### config.mk
export PLATFORM = sky130hd
export DESIGN_NAME = nested_comment_scanner
export DESIGN_NICKNAME = d
export VERILOG_FILES = /design/src/hw/rtl/ncs_pkg.sv /design/src/hw/rtl/nested_comment_scanner.sv
export SDC_FILE = /design/constraint.sdc
export NUM_CORES = 1
export LEC_CHECK = 0
export BUFFER_PORTS_ARGS = -buffer_cell sky130_fd_sc_hd__buf_2
export CORE_MARGIN = 2
export CORE_UTILIZATION = 30
export CTS_CLUSTER_DIAMETER = 60
export CTS_CLUSTER_SIZE = 20
export DETAILED_ROUTE_END_ITERATION = 12
export GPL_TIMING_DRIVEN = 0
export HOLD_SLACK_MARGIN = 0.15
export SLEW_MARGIN = 10
export SYNTH_ARGS = -nofsm -noshare
export SYNTH_HDL_FRONTEND = slang
export SYNTH_SLANG_ARGS = --single-unit
### constraint.sdc
create_clock -name clock -period 5.95 [get_ports clock]
set_clock_uncertainty 0.2 [all_clocks]
set_input_delay 1.19 -clock clock [delete_from_list [all_inputs] [get_ports clock]]
set_output_delay 1.19 -clock clock [all_outputs]
set_load 0.01 [all_outputs]
### src/hw/rtl/ncs_pkg.sv
`default_nettype none

package ncs_pkg;

   localparam int MaxNest    = 255;
   localparam int DepthLimit = (MaxNest > 255) ? 255 : MaxNest;

   localparam logic [7:0] CharSlash   = 8'h2F;
   localparam logic [7:0] CharStar    = 8'h2A;
   localparam logic [7:0] CharPlus    = 8'h2B;
   localparam logic [7:0] CharNewline = 8'h0A;

   localparam logic [1:0] ClassCode    = 2'd0;
   localparam logic [1:0] ClassPending = 2'd1;
   localparam logic [1:0] ClassComment = 2'd2;

   localparam logic [1:0] KindNone   = 2'd0;
   localparam logic [1:0] KindLine   = 2'd1;
   localparam logic [1:0] KindBlock  = 2'd2;
   localparam logic [1:0] KindNested = 2'd3;

   typedef enum logic [7:0] {
      StIdle   = 8'b0000_0001,
      StPend   = 8'b0000_0010,
      StLine   = 8'b0000_0100,
      StBlock  = 8'b0000_1000,
      StBstar  = 8'b0001_0000,
      StNest   = 8'b0010_0000,
      StNslash = 8'b0100_0000,
      StNplus  = 8'b1000_0000
   } scan_state_type;

   typedef struct packed {
      logic [7:0] byte_req;
      logic       last;
   } req_word_type;

   typedef struct packed {
      logic [1:0] byte_class;
      logic       slash_was_code;
      logic [1:0] kind;
      logic       comment_done;
      logic       error;
      logic [7:0] depth;
   } rsp_word_type;

endpackage

`default_nettype wire

### src/hw/rtl/nested_comment_scanner.sv
// Scan state and nesting depth update as a byte moves from input to result register.
// Throughput: one byte per cycle unless rsp_stall holds a waiting result word.
// The input register and the result register let a new byte enter while a result waits.
// Reset is synchronous and active high: it empties both registers, returns the scanner
// to idle outside any comment with depth zero, and sets nested_enable to one.
`default_nettype none

module nested_comment_scanner (
   input  wire                        clock,
   input  wire                        reset,
   input  wire                        req_valid,
   output logic                       req_stall,
   input  wire ncs_pkg::req_word_type req_word,
   output logic                       rsp_valid,
   input  wire                        rsp_stall,
   output ncs_pkg::rsp_word_type      rsp_word,
   input  wire                        csr_valid,
   output logic                       csr_ready,
   input  wire                        csr_wdata
);

   logic                       in_valid_ff;
   ncs_pkg::req_word_type      in_word_ff;
   logic                       rsp_valid_ff;
   ncs_pkg::rsp_word_type      rsp_word_ff;
   ncs_pkg::rsp_word_type      rsp_word_in;
   ncs_pkg::scan_state_type    state_ff;
   ncs_pkg::scan_state_type    state_in;
   logic [7:0]                 depth_ff;
   logic [7:0]                 depth_in;
   logic                       nested_enable_ff;
   logic                       out_free;
   logic                       move;

   assign out_free  = !rsp_valid_ff || !rsp_stall;
   assign move      = in_valid_ff && out_free;
   assign req_stall = in_valid_ff && !out_free;
   assign rsp_valid = rsp_valid_ff;
   assign rsp_word  = rsp_word_ff;
   assign csr_ready = 1'b1;

   always_comb begin
      logic [7:0] c;
      logic       fin;
      logic       reidle;
      c        = in_word_ff.byte_req;
      fin      = in_word_ff.last;
      reidle   = 1'b0;
      state_in = state_ff;
      depth_in = depth_ff;
      rsp_word_in = '0;
      rsp_word_in.byte_class = ncs_pkg::ClassCode;
      rsp_word_in.kind       = ncs_pkg::KindNone;

      case (state_ff)
         ncs_pkg::StIdle: begin
            reidle = 1'b1;
         end
         ncs_pkg::StPend: begin
            if (c == ncs_pkg::CharSlash) begin
               rsp_word_in.byte_class = ncs_pkg::ClassComment;
               rsp_word_in.kind       = ncs_pkg::KindLine;
               if (fin) begin
                  rsp_word_in.comment_done = 1'b1;
                  state_in = ncs_pkg::StIdle;
               end else begin
                  state_in = ncs_pkg::StLine;
               end
            end else if (c == ncs_pkg::CharStar) begin
               rsp_word_in.byte_class = ncs_pkg::ClassComment;
               rsp_word_in.kind       = ncs_pkg::KindBlock;
               state_in = ncs_pkg::StBlock;
            end else if (c == ncs_pkg::CharPlus && nested_enable_ff) begin
               rsp_word_in.byte_class = ncs_pkg::ClassComment;
               rsp_word_in.kind       = ncs_pkg::KindNested;
               depth_in = 8'd1;
               state_in = ncs_pkg::StNest;
            end else begin
               rsp_word_in.slash_was_code = 1'b1;
               reidle = 1'b1;
            end
         end
         ncs_pkg::StLine: begin
            rsp_word_in.kind = ncs_pkg::KindLine;
            if (c == ncs_pkg::CharNewline) begin
               rsp_word_in.byte_class   = ncs_pkg::ClassCode;
               rsp_word_in.comment_done = 1'b1;
               state_in = ncs_pkg::StIdle;
            end else begin
               rsp_word_in.byte_class = ncs_pkg::ClassComment;
               if (fin) begin
                  rsp_word_in.comment_done = 1'b1;
                  state_in = ncs_pkg::StIdle;
               end
            end
         end
         ncs_pkg::StBlock, ncs_pkg::StBstar: begin
            rsp_word_in.byte_class = ncs_pkg::ClassComment;
            rsp_word_in.kind       = ncs_pkg::KindBlock;
            if (state_ff == ncs_pkg::StBstar && c == ncs_pkg::CharSlash) begin
               rsp_word_in.comment_done = 1'b1;
               state_in = ncs_pkg::StIdle;
            end else if (c == ncs_pkg::CharStar) begin
               state_in = ncs_pkg::StBstar;
            end else begin
               state_in = ncs_pkg::StBlock;
            end
         end
         ncs_pkg::StNest, ncs_pkg::StNslash, ncs_pkg::StNplus: begin
            rsp_word_in.byte_class = ncs_pkg::ClassComment;
            rsp_word_in.kind       = ncs_pkg::KindNested;
            if (state_ff == ncs_pkg::StNslash && c == ncs_pkg::CharPlus) begin
               if (depth_ff >= 8'(ncs_pkg::DepthLimit)) begin
                  rsp_word_in.error        = 1'b1;
                  rsp_word_in.comment_done = 1'b1;
                  depth_in = 8'd0;
                  state_in = ncs_pkg::StIdle;
               end else begin
                  depth_in = depth_ff + 8'd1;
                  state_in = ncs_pkg::StNest;
               end
            end else if (state_ff == ncs_pkg::StNplus && c == ncs_pkg::CharSlash) begin
               if (depth_ff <= 8'd1) begin
                  depth_in = 8'd0;
                  rsp_word_in.comment_done = 1'b1;
                  state_in = ncs_pkg::StIdle;
               end else begin
                  depth_in = depth_ff - 8'd1;
                  state_in = ncs_pkg::StNest;
               end
            end else if (c == ncs_pkg::CharSlash) begin
               state_in = ncs_pkg::StNslash;
            end else if (c == ncs_pkg::CharPlus) begin
               state_in = ncs_pkg::StNplus;
            end else begin
               state_in = ncs_pkg::StNest;
            end
         end
         default: begin
            reidle = 1'b1;
         end
      endcase

      if (reidle) begin
         rsp_word_in.byte_class = ncs_pkg::ClassCode;
         rsp_word_in.kind       = ncs_pkg::KindNone;
         state_in = ncs_pkg::StIdle;
         if (c == ncs_pkg::CharSlash && !fin) begin
            rsp_word_in.byte_class = ncs_pkg::ClassPending;
            state_in = ncs_pkg::StPend;
         end
      end

      // A comment still open at the final byte is unterminated.
      if (fin && state_in != ncs_pkg::StIdle) begin
         rsp_word_in.error        = 1'b1;
         rsp_word_in.comment_done = 1'b1;
         depth_in = 8'd0;
         state_in = ncs_pkg::StIdle;
      end

      if (state_in != ncs_pkg::StNest && state_in != ncs_pkg::StNslash &&
          state_in != ncs_pkg::StNplus) begin
         depth_in = 8'd0;
      end

      rsp_word_in.depth = depth_in;
   end

   always_ff @(posedge clock) begin
      if (reset) begin
         in_valid_ff      <= 1'b0;
         rsp_valid_ff     <= 1'b0;
         state_ff         <= ncs_pkg::StIdle;
         depth_ff         <= 8'd0;
         nested_enable_ff <= 1'b1;
      end else begin
         if (req_valid && !req_stall) begin
            in_valid_ff <= 1'b1;
         end else if (move) begin
            in_valid_ff <= 1'b0;
         end
         if (move) begin
            rsp_valid_ff <= 1'b1;
            state_ff     <= state_in;
            depth_ff     <= depth_in;
         end else if (rsp_valid_ff && !rsp_stall) begin
            rsp_valid_ff <= 1'b0;
         end
         if (csr_valid && csr_ready) begin
            nested_enable_ff <= csr_wdata;
         end
      end
   end

   always_ff @(posedge clock) begin
      if (req_valid && !req_stall) begin
         in_word_ff <= req_word;
      end
      if (move) begin
         rsp_word_ff <= rsp_word_in;
      end
   end

   a_error_closes: assert property (@(posedge clock) disable iff (reset)
      rsp_valid_ff && rsp_word_ff.error |-> rsp_word_ff.comment_done &&
      rsp_word_ff.depth == 8'd0 && state_ff == ncs_pkg::StIdle)
      else $error("error result without closing the comment");

   a_depth_in_nest: assert property (@(posedge clock) disable iff (reset)
      depth_ff != 8'd0 |-> state_ff == ncs_pkg::StNest ||
      state_ff == ncs_pkg::StNslash || state_ff == ncs_pkg::StNplus)
      else $error("nonzero depth outside a nesting comment");

   a_pending_state: assert property (@(posedge clock) disable iff (reset)
      move && rsp_word_in.byte_class == ncs_pkg::ClassPending |=>
      state_ff == ncs_pkg::StPend)
      else $error("pending slash without pending state");

   a_last_idles: assert property (@(posedge clock) disable iff (reset)
      move && in_word_ff.last |=> state_ff == ncs_pkg::StIdle && depth_ff == 8'd0)
      else $error("scanner not idle after the final byte");

   a_hold_state: assert property (@(posedge clock) disable iff (reset)
      !move |=> $stable(state_ff) && $stable(depth_ff))
      else $error("scan state changed without a byte moving");

endmodule

`default_nettype wire

After elaboration in Yosys (flattened, before gate mapping)
Cells that the tools add are included.
{"block": "word_totals", "regBits": 43, "in_bits": 15, "output_inout_bits": 18, "wordCells": 113}
{"block": "op_classes", "n_addsub": 2, "order_cmp": 2, "n_eq_ne": 15, "muxes": 57, "n_reduce_logical": 24}
{"operator": "two-way mux 8 bit", "count": 20}
{"operator": "equality test 8 x 6 -> 1 bit, second input constant", "count": 4}
{"operator": "one-hot mux 8 bit (4 select lines)", "count": 1}
{"operator": "two-way mux 2 bit", "count": 10}
{"operator": "two-way mux 1 bit", "count": 17}
{"operator": "equality test 8 x 4 -> 1 bit, second input constant", "count": 2}
{"operator": "one-hot mux 8 bit (2 select lines)", "count": 1}
{"operator": "logical AND 1 bit", "count": 12}
{"operator": "two-way mux 6 bit", "count": 2}
{"operator": "one-hot mux 3 bit (4 select lines)", "count": 1}
{"operator": "two-way mux 5 bit", "count": 2}
{"operator": "adder 8 x 1 -> 8 bit, second input constant", "count": 1}
{"operator": "equality test 8 x 2 -> 1 bit, second input constant", "count": 1}
{"operator": "equality test 8 x 3 -> 1 bit, second input constant", "count": 1}
{"operator": "equality test 8 x 5 -> 1 bit, second input constant", "count": 1}
{"operator": "equality test 8 x 7 -> 1 bit, second input constant", "count": 1}
{"operator": "equality test 8 bit, second input constant", "count": 1}
{"operator": ">= comparator 8 bit, second input constant", "count": 1}
{"operator": "less-or-equal comparator 8 x 1 -> 1 bit, second input constant", "count": 1}
{"operator": "inequality test 8 x 1 -> 1 bit, second input constant", "count": 1}
{"operator": "inequality test 8 x 6 -> 1 bit, second input constant", "count": 1}
{"operator": "inequality test 8 x 7 -> 1 bit, second input constant", "count": 1}
{"operator": "inequality test 8 bit, second input constant", "count": 1}
{"operator": "subtractor 8 x 1 -> 8 bit, second input constant", "count": 1}
{"operator": "10 further kinds", "count": 15}

Logic depth before layout (Yosys ltp)
Gate-level depths: netlist of the first run.
{"block": "logic_depth", "depth_word": 14, "ltp_mapped": 11, "ltp_nobuf": 9}

Least setup slack after synthesis of the first run
OpenSTA, ideal clock, no wires.
{"block": "synth_path", "kind": "register -> register", "from": "register in_word_ff[5] (netlist bit)", "to": "register rsp_word_ff, in the netlist rsp_word[6], data pin", "t_arrival_ps": 2517, "required_time_ps": 5491, "slack_ps": 2974, "stages_incl_launch_ff": 9, "cell_sequence": "edfxtp_1 -> or4b_1 -> clkbuf_4 -> or2_1 -> or4_4 -> and2_2 -> a31o_2 -> a22oi_1 -> nor2_1"}
{"block": "synth_between", "elab_chain_cells": 14}
{"element": "from (decl)", "line_no": "nested_comment_scanner.sv:23", "text": "ncs_pkg::req_word_type in_word_ff;"}
{"element": "from (signal assigned)", "line_no": "nested_comment_scanner.sv:198", "text": "in_word_ff <= req_word;"}
{"element": "equality test 8 x 6 -> 1 bit", "line_no": "nested_comment_scanner.sv:73, nested_comment_scanner.sv:112, nested_comment_scanner.sv:133"}
{"element": "two-way mux 8 bit / logical AND 1 bit (equally long branches)", "line_no": "nested_comment_scanner.sv:133, nested_comment_scanner.sv:73"}
{"element": "two-way mux 8 bit (tied with other cells)", "line_no": "nested_comment_scanner.sv:131", "text": "end else if (c == ncs_pkg::CharSlash) begin"}
{"element": "two-way mux 8 bit (tied with other cells)", "line_no": "nested_comment_scanner.sv:122", "text": "end else if (state_ff == ncs_pkg::StNplus && c == ncs_pkg::CharSlash) begin"}
{"element": "two-way mux 8 bit (tied with other cells)", "line_no": "nested_comment_scanner.sv:112", "text": "if (state_ff == ncs_pkg::StNslash && c == ncs_pkg::CharPlus) begin"}
{"element": "one-hot mux 8 bit (4 select lines) / one-hot mux 1 bit (2 select lines) (equally long branches)", "line_no": "nested_comment_scanner.sv:55", "text": "case (state_ff)"}
{"element": "two-way mux 8 bit", "line_no": "nested_comment_scanner.sv:144", "text": "if (reidle) begin"}
{"element": "inequality test 8 x 1 -> 1 bit", "line_no": "nested_comment_scanner.sv:155", "text": "if (fin && state_in != ncs_pkg::StIdle) begin"}
{"element": "logical AND 1 bit", "line_no": "nested_comment_scanner.sv:155"}
{"element": "two-way mux 8 bit", "line_no": "nested_comment_scanner.sv:155"}
{"element": "inequality test 8 x 6 -> 1 bit / inequality test 8 x 7 -> 1 bit (equally long branches)", "line_no": "nested_comment_scanner.sv:162", "text": "if (state_in != ncs_pkg::StNest && state_in != ncs_pkg::StNslash &&"}
{"element": "logical AND 1 bit (2 in series)", "line_no": "nested_comment_scanner.sv:162"}
{"element": "two-way mux 8 bit *", "line_no": "nested_comment_scanner.sv:162"}
{"element": "via depth_in[6]", "line_no": "nested_comment_scanner.sv:30", "text": "logic [7:0] depth_in;"}
{"element": "to (signal assigned)", "line_no": "nested_comment_scanner.sv:201", "text": "rsp_word_ff <= rsp_word_in;"}
{"element": "to (decl)", "line_no": "nested_comment_scanner.sv:25", "text": "ncs_pkg::rsp_word_type rsp_word_ff;"}
Mark *: on every way through the listed nets, which the timed path passes. The rest lies on a longest branch.
A chain may end at the register's enable or synchronous reset.

Final worst setup path of the first run
Ends and elaborated chain as after synthesis.

==> flow_summary.yaml, run 1 <==
logic_synthesis:
  netlist_area_um2: 2620
  synth-edff-count: 24
  avgSynthCellArea_um2: 9.47
  synth_fp_nets: 295
  ys_seq_elements: 43
  synth_ff_type: "edfxtp_1"
  yosys_warnings: 0
  async_flop_share: 0
  syn-instance-count: 277
  seq_area_frac_synth: 0.420
  synth.distinct_cells: 67
clock_network:
  clkLatencyLatePin_ns: 0.30
  cts_buffers: 5
  cts.sinks: 43
  tritoncts: "built"
  cts_setup_buffers: 0
  htreeDepth: 2
  clockBufferDepth: 2
  cts_resized: 0
  holdBufCountCts: 0
  clk_pin_slew_ns: 0.09
  cts_root_buf: "clkbuf_8"
drt:
  via_per_inst: 5.43
  wirelength_um: 6390
  routedWlPerCell_um: 15.1
  dr.pass1.iters: 4
  drt-initial-drc-count: 184
  vias: 2303
  drc: 0
  ant_nets: 0
placed_design:
  numPortBuffers: 31
  place.gp.congestion: 0.873
  place_area_um2: 2910
  dp_hpwl_um: 4700
  place_ws_ns: 2.79
timing:
  finalWorstSetupSlack_ns: 2.78
  worstMarginPinSlew_ns: 0.803
  setup-tns-final_ns: 0
  finalHoldViolations: 0
  fin_crit_sh: 0.533
  setup_viol: 0
  period_needed_ns: 3.17
  rsz0062_at_grt: "no"
  slew_viol_final: 0
  holdWs_ns: 0.327
  slew_headroom: 0.464
  fmax_mhz: 315
setup_path:
  r2r_end: "rsp_word[6]"
  cp-start-kind: "flop"
  critPathKind: "flop to flop"
  cp-end-kind: "flop"
  r2r_cells: 8
  cp_max_fo: 8
  regToRegStartpoint: "in_word_ff[5]"
  worstPathArrival_ns: 3.03
  ff2ff_setup_slack_ns: 2.78
  cp_data_required_time_ns: 5.81
grt:
  grt_max_degree: 20
  grt-ovfl-total: 0
  antenna_found_initial: 0
  grtUsageTotal: 0.136
  grt_pass1_vias: 2219
  grt_pass1_wl_um: 10600
min_path:
  hp-class: "flop to flop"
  hold_depth: 2
  worstHoldStart: "in_valid_ff"
  worstHoldEndpoint: "rsp_valid"
power:
  p_comb_frac: 0.063
  vdd_drop_max_mv: 0.0870
  seqPwrFrac: 0.584
  power_density_nw_per_um2: 186
  p_sw_uw: 140
  internal-power_uw: 419
  switching_share: 0.250
  p_leak_uw: 0.00104
  clkPwrFrac: 0.353
finish:
  fin_util: 0.350
  nets: 333
  fill_cells: 904
  drive_gt1_frac: 0.225
  fin_area_um2: 3010
  final_cell_mix: "buf_2, nor2_1, edfxtp_1"
  layout_commonest_cell: "buf_2"
  areaGrowthSynthToFinish_pct: 14.6
  diodes: 0
floorplanning:
  rows: 34
  num_io_pins: 33
  die_w_um: 97.5
  core_um2: 8590
  dieArea_um2: 9510
  start_util: 0.305
  die_h_um: 97.5
job:
  drv_cap: 0
outcome:
  outcome: "complete, no violations"
how the worst max path moves through the flow:
stage                       start  depth (start not counted)  slack (ns)     endpoint
detailed placement  in_word_ff[5]                          8        2.79  rsp_word[6]
CTS                 in_word_ff[5]                          8        2.77  rsp_word[6]
global placement    in_word_ff[5]                          8        2.80  rsp_word[6]
finish              in_word_ff[5]                          8        2.78  rsp_word[6]
global route        in_word_ff[5]                          8        2.65  rsp_word[6]
floorplan           in_word_ff[5]                          8        2.97  rsp_word[6]
flip-flops by register name, indices dropped and copies added (netlist names):
name / count
depth_ff: 8
in_valid_ff: 1
in_word_ff: 9
nested_enable_ff: 1
rsp_valid: 1
rsp_word: 15
state_ff: 8
critical path, stage by stage (launching register included):
cell and delay (ns):
edfxtp_1 0.38, or4b_1 0.51, clkbuf_4 0.19, or2_1 0.30, or4_4 0.57, and2_2 0.26
a31o_2 0.23, a22oi_1 0.22, nor2_1 0.06
cell families after synthesis:
family | Yosys count | synth area share
XOR/XNOR | 6 | 0.0200
flip-flops | 43 | 0.420
AO/OA/AOI/OAI | 66 | 0.169
AND/OR/NAND/NOR | 122 | 0.269
multiplexers | 7 | 0.0277
adder cells (fa/ha/maj) | 3 | 0.0143
buffers and inverters | 29 | 0.0782
other | 1 | 0.00143
per-stage QoR:
stage,power (uW),instances
floorplan,352,277
global placement,368,416
detailed placement,368,416
CTS,565,424
global route,583,424
finish,558,424
power groups by stage:
stage	Clock (uW)	Sequential, uW	Combinational [uW]
6_report	197	326	35.1
2_1_floorplan	0	335	17.1
4_1_cts	203	326	35.4
3_5_place_dp	0	333	35.4
5_1_grt	217	327	38.6
3_3_place_gp	0	333	34.8
Yosys cell counts, drive strengths merged (4+ instances only):
| master | number | area share |
|---|---|---|
| nand4 | 7 | 0.017 |
| mux2i | 5 | 0.019 |
| edfxtp | 24 | 0.27 |
| o41ai | 4 | 0.013 |
| a21oi | 16 | 0.031 |
| o21ai | 16 | 0.031 |
| or4 | 8 | 0.028 |
| nor2 | 29 | 0.044 |
| inv | 7 | 0.010 |
| nand3 | 17 | 0.032 |
| dfxtp | 19 | 0.14 |
| nor4 | 11 | 0.032 |
| clkbuf | 13 | 0.035 |
| a31o | 4 | 0.013 |
| nand2 | 20 | 0.030 |
| buf | 9 | 0.033 |
per-layer routing:
metal  up-vias  global-route usage  routed length, um
li1       1125                   -                  -
met1      1085               0.177               2890
met2        81               0.220               2900
met3        12              0.0345                471
met4         0              0.0459                118
met5         -                   0                  0
cell type report:
cell class | count | area, um^2 | share of cell area
Inverter | 7 | 26.3 | 0.00874
Clock buffer | 5 | 68.8 | 0.0229
Buffer | 22 | 179 | 0.0595
Clock inverter | 3 | 23.8 | 0.00791
Tap cell | 108 | 135 | 0.0449
Timing Repair Buffer | 31 | 155 | 0.0516
Multi-Input combinational cell | 205 | 1320 | 0.438
Sequential cell | 43 | 1100 | 0.366
(Power assumes the default switching activity.)
==> run 2: changes to the inputs <==
ABC_AREA = 1   (was unset)
clock period = 3.1 ns   (was 5.95 ns; I/O delays follow)
==> run 2 against run 1 <==
Flip-flop and latch count unchanged. Register-to-register slack worse by 2.2 ns. Setup slack worse by 2.2 ns. Die area rose by 10%. Synthesized cell count up 40%. Worst hold slack got worse by 0.039 ns. Highest routed layer unchanged. Routed wire length is 2.7% higher. Largest power group unchanged. Maximum frequency rose by 26%. Core utilization rose by 0.68 points. Area after synthesis is 11% higher. First-iteration DRC count fell by 29%. Largest cell class unchanged.
==> flow_summary.yaml, run 2 <==
outcome:
  outcome: "complete, no violations"
clock_network:
  cts_buffers: 5
  cts_root_buf: "clkbuf_8"
  clockBufferDepth: 2
  clk_pin_slew_ns: 0.09
  cts_resized: 0
  tritoncts: "built"
  holdBufCountCts: 0
  clkLatencyLatePin_ns: 0.30
  cts_setup_buffers: 0
  htreeDepth: 2
  cts.sinks: 43
placed_design:
  numPortBuffers: 30
  place.gp.congestion: 0.859
  dp_hpwl_um: 5200
finish:
  final_cell_mix: "nand2_1, inv_1, buf_2"
  largest_register_ffs: 15
  multi_input_area_um2: 1530
  nets: 443
  drive_gt1_frac: 0.268
  layout_commonest_cell: "nand2_1"
  fill_cells: 980
  areaGrowthSynthToFinish_pct: 14.5
  diodes: 0
  seqCellArea_um2: 1100
grt:
  grt-ovfl-total: 0
  grtUsageTotal: 0.137
  antenna_found_initial: 0
  grt_pass1_vias: 2584
  grt_max_degree: 25
  grt_pass1_wl_um: 11400
power:
  p_leak_uw: 0.00154
  p_sw_uw: 354
  seqPwrFrac: 0.515
  vdd_drop_max_mv: 0.163
  internal-power_uw: 902
  switching_share: 0.282
  p_total_uw: 1260
  p_comb_frac: 0.158
  power_density_nw_per_um2: 378
  clkPwrFrac: 0.327
logic_synthesis:
  syn-instance-count: 388
  async_flop_share: 0
  synth_area_leaders: "edfxtp_1, dfxtp_1, nand2_1, inv_1, nand3_2"
  synth_ff_type: "edfxtp_1"
  avgSynthCellArea_um2: 7.49
  synth_top_area_share: 0.248
  ys_seq_elements: 43
  seq_area_frac_synth: 0.379
  yosysTopAreaCell: "edfxtp_1"
  synth.distinct_cells: 37
  yosys_warnings: 0
  yosysMostFrequentCell: "nand2_1"
  synth-edff-count: 24
  netlist_area_um2: 2910
  synth_common_cells: "nand2_1, inv_1, nor2_1"
  synth_fp_nets: 406
setup_path:
  worstSetupEndpoint: "rsp_word[1]"
  cp_data_required_time_ns: 3.07
  cp-start-kind: "flop"
  cp_max_fo: 9
  critPathKind: "flop to flop"
  worstPathArrival_ns: 2.48
  ff2ff_setup_slack_ns: 0.59
  r2r_cells: 11
  r2r_end: "rsp_word[1]"
  regToRegStartpoint: "depth_ff[0]"
  worstSetupStartpoint: "depth_ff[0]"
  cp-end-kind: "flop"
floorplanning:
  start_util: 0.312
  num_io_pins: 33
  die_w_um: 102
  rows: 35
  dieArea_um2: 10500
  die_h_um: 102
  core_um2: 9330
job:
  drv_cap: 0
timing:
  setup-tns-final_ns: 0
  finalHoldViolations: 0
  fmax_mhz: 398
  rsz0062_at_grt: "no"
  worstMarginPinSlew_ns: 0.620
  period_needed_ns: 2.51
  setup_viol: 0
  slew_viol_final: 0
  fin_crit_sh: 0.810
  slew_headroom: 0.587
drt:
  dr.pass1.iters: 4
  drt-initial-drc-count: 130
  ant_nets: 0
  via_per_inst: 4.57
  wirelength_um: 6560
  vias: 2536
  routedWlPerCell_um: 11.8
  drc: 0
min_path:
  hp-class: "flop to flop"
==> run 2: cells by family after synthesis <==
kind of cell / Yosys count / share of synthesized area
and+or+nand+nor: 213 / 0.385
buffers and inverters: 68 / 0.0964
AOI/OAI and AO/OA: 55 / 0.111
DFF: 43 / 0.379
xor gates and xnor gates: 5 / 0.0151
adders and majority gates: 3 / 0.0129
other: 1 / 0.00129
==> run 2: power by group through the flow <==
stage                     Combinational (uW)  Sequential (uW)  Clock, uW
after detailed placement                 199              661          0
after global placement                   193              661          0
after floorplan                          147              659          0
after CTS                                200              648        424
after global routing                     229              651        448
final                                    198              648        410
==> run 2: worst min path at each step <==
stage | from | end | slack, ns | depth (start not counted)
after global placement | in_valid_ff | rsp_valid | 0.27 | 2
after CTS | req_word[5] | in_word_ff[5] | 0.29 | 1
after floorplan | in_valid_ff | rsp_valid | 0.26 | 2
final | in_valid_ff | rsp_valid | 0.29 | 2
after detailed placement | in_valid_ff | rsp_valid | 0.29 | 2
after global routing | req_word[2] | in_word_ff[2] | 0.28 | 1
==> run 2: through the flow <==
step                area, um^2  utilization  hold slack (ns)  setup slack (ns)  instances
floorplan                 2910            -            0.257             0.654        388
global placement          3220        0.345            0.274            0.0781        547
detailed placement        3220        0.345            0.287             0.580        547
CTS                       3330        0.357            0.285             0.598        555
global route              3330        0.357            0.282             0.359        555
finish                    3330        0.357            0.289             0.590        555
==> run 2: cell type report <==
cell class,count,share of cell area
plain buffers,12,0.0214
flip-flops and latches,43,0.331
repair buffers,30,0.0451
well taps,129,0.0485
inverters,56,0.0632
clock buffers,6,0.0282
multi-input cells,277,0.458
clock inverters,2,0.00414
==> run 2: per-layer routing <==
layer	track usage	routed length, um
met5	0	0
met4	0.0585	131
met3	0.0246	265
met2	0.237	3210
met1	0.167	2950
==> run 2: worst max-delay path, stage by stage (launching register included) <==
cell and delay, ns:
dfxtp_1 0.53, inv_1 0.19, ha_1 0.31, o21ai_1 0.17
nor2_2 0.10, nand3_2 0.09, nand3_2 0.10, nor2_4 0.15
nand3_2 0.15, nor2_8 0.21, inv_1 0.06, nor2_1 0.11
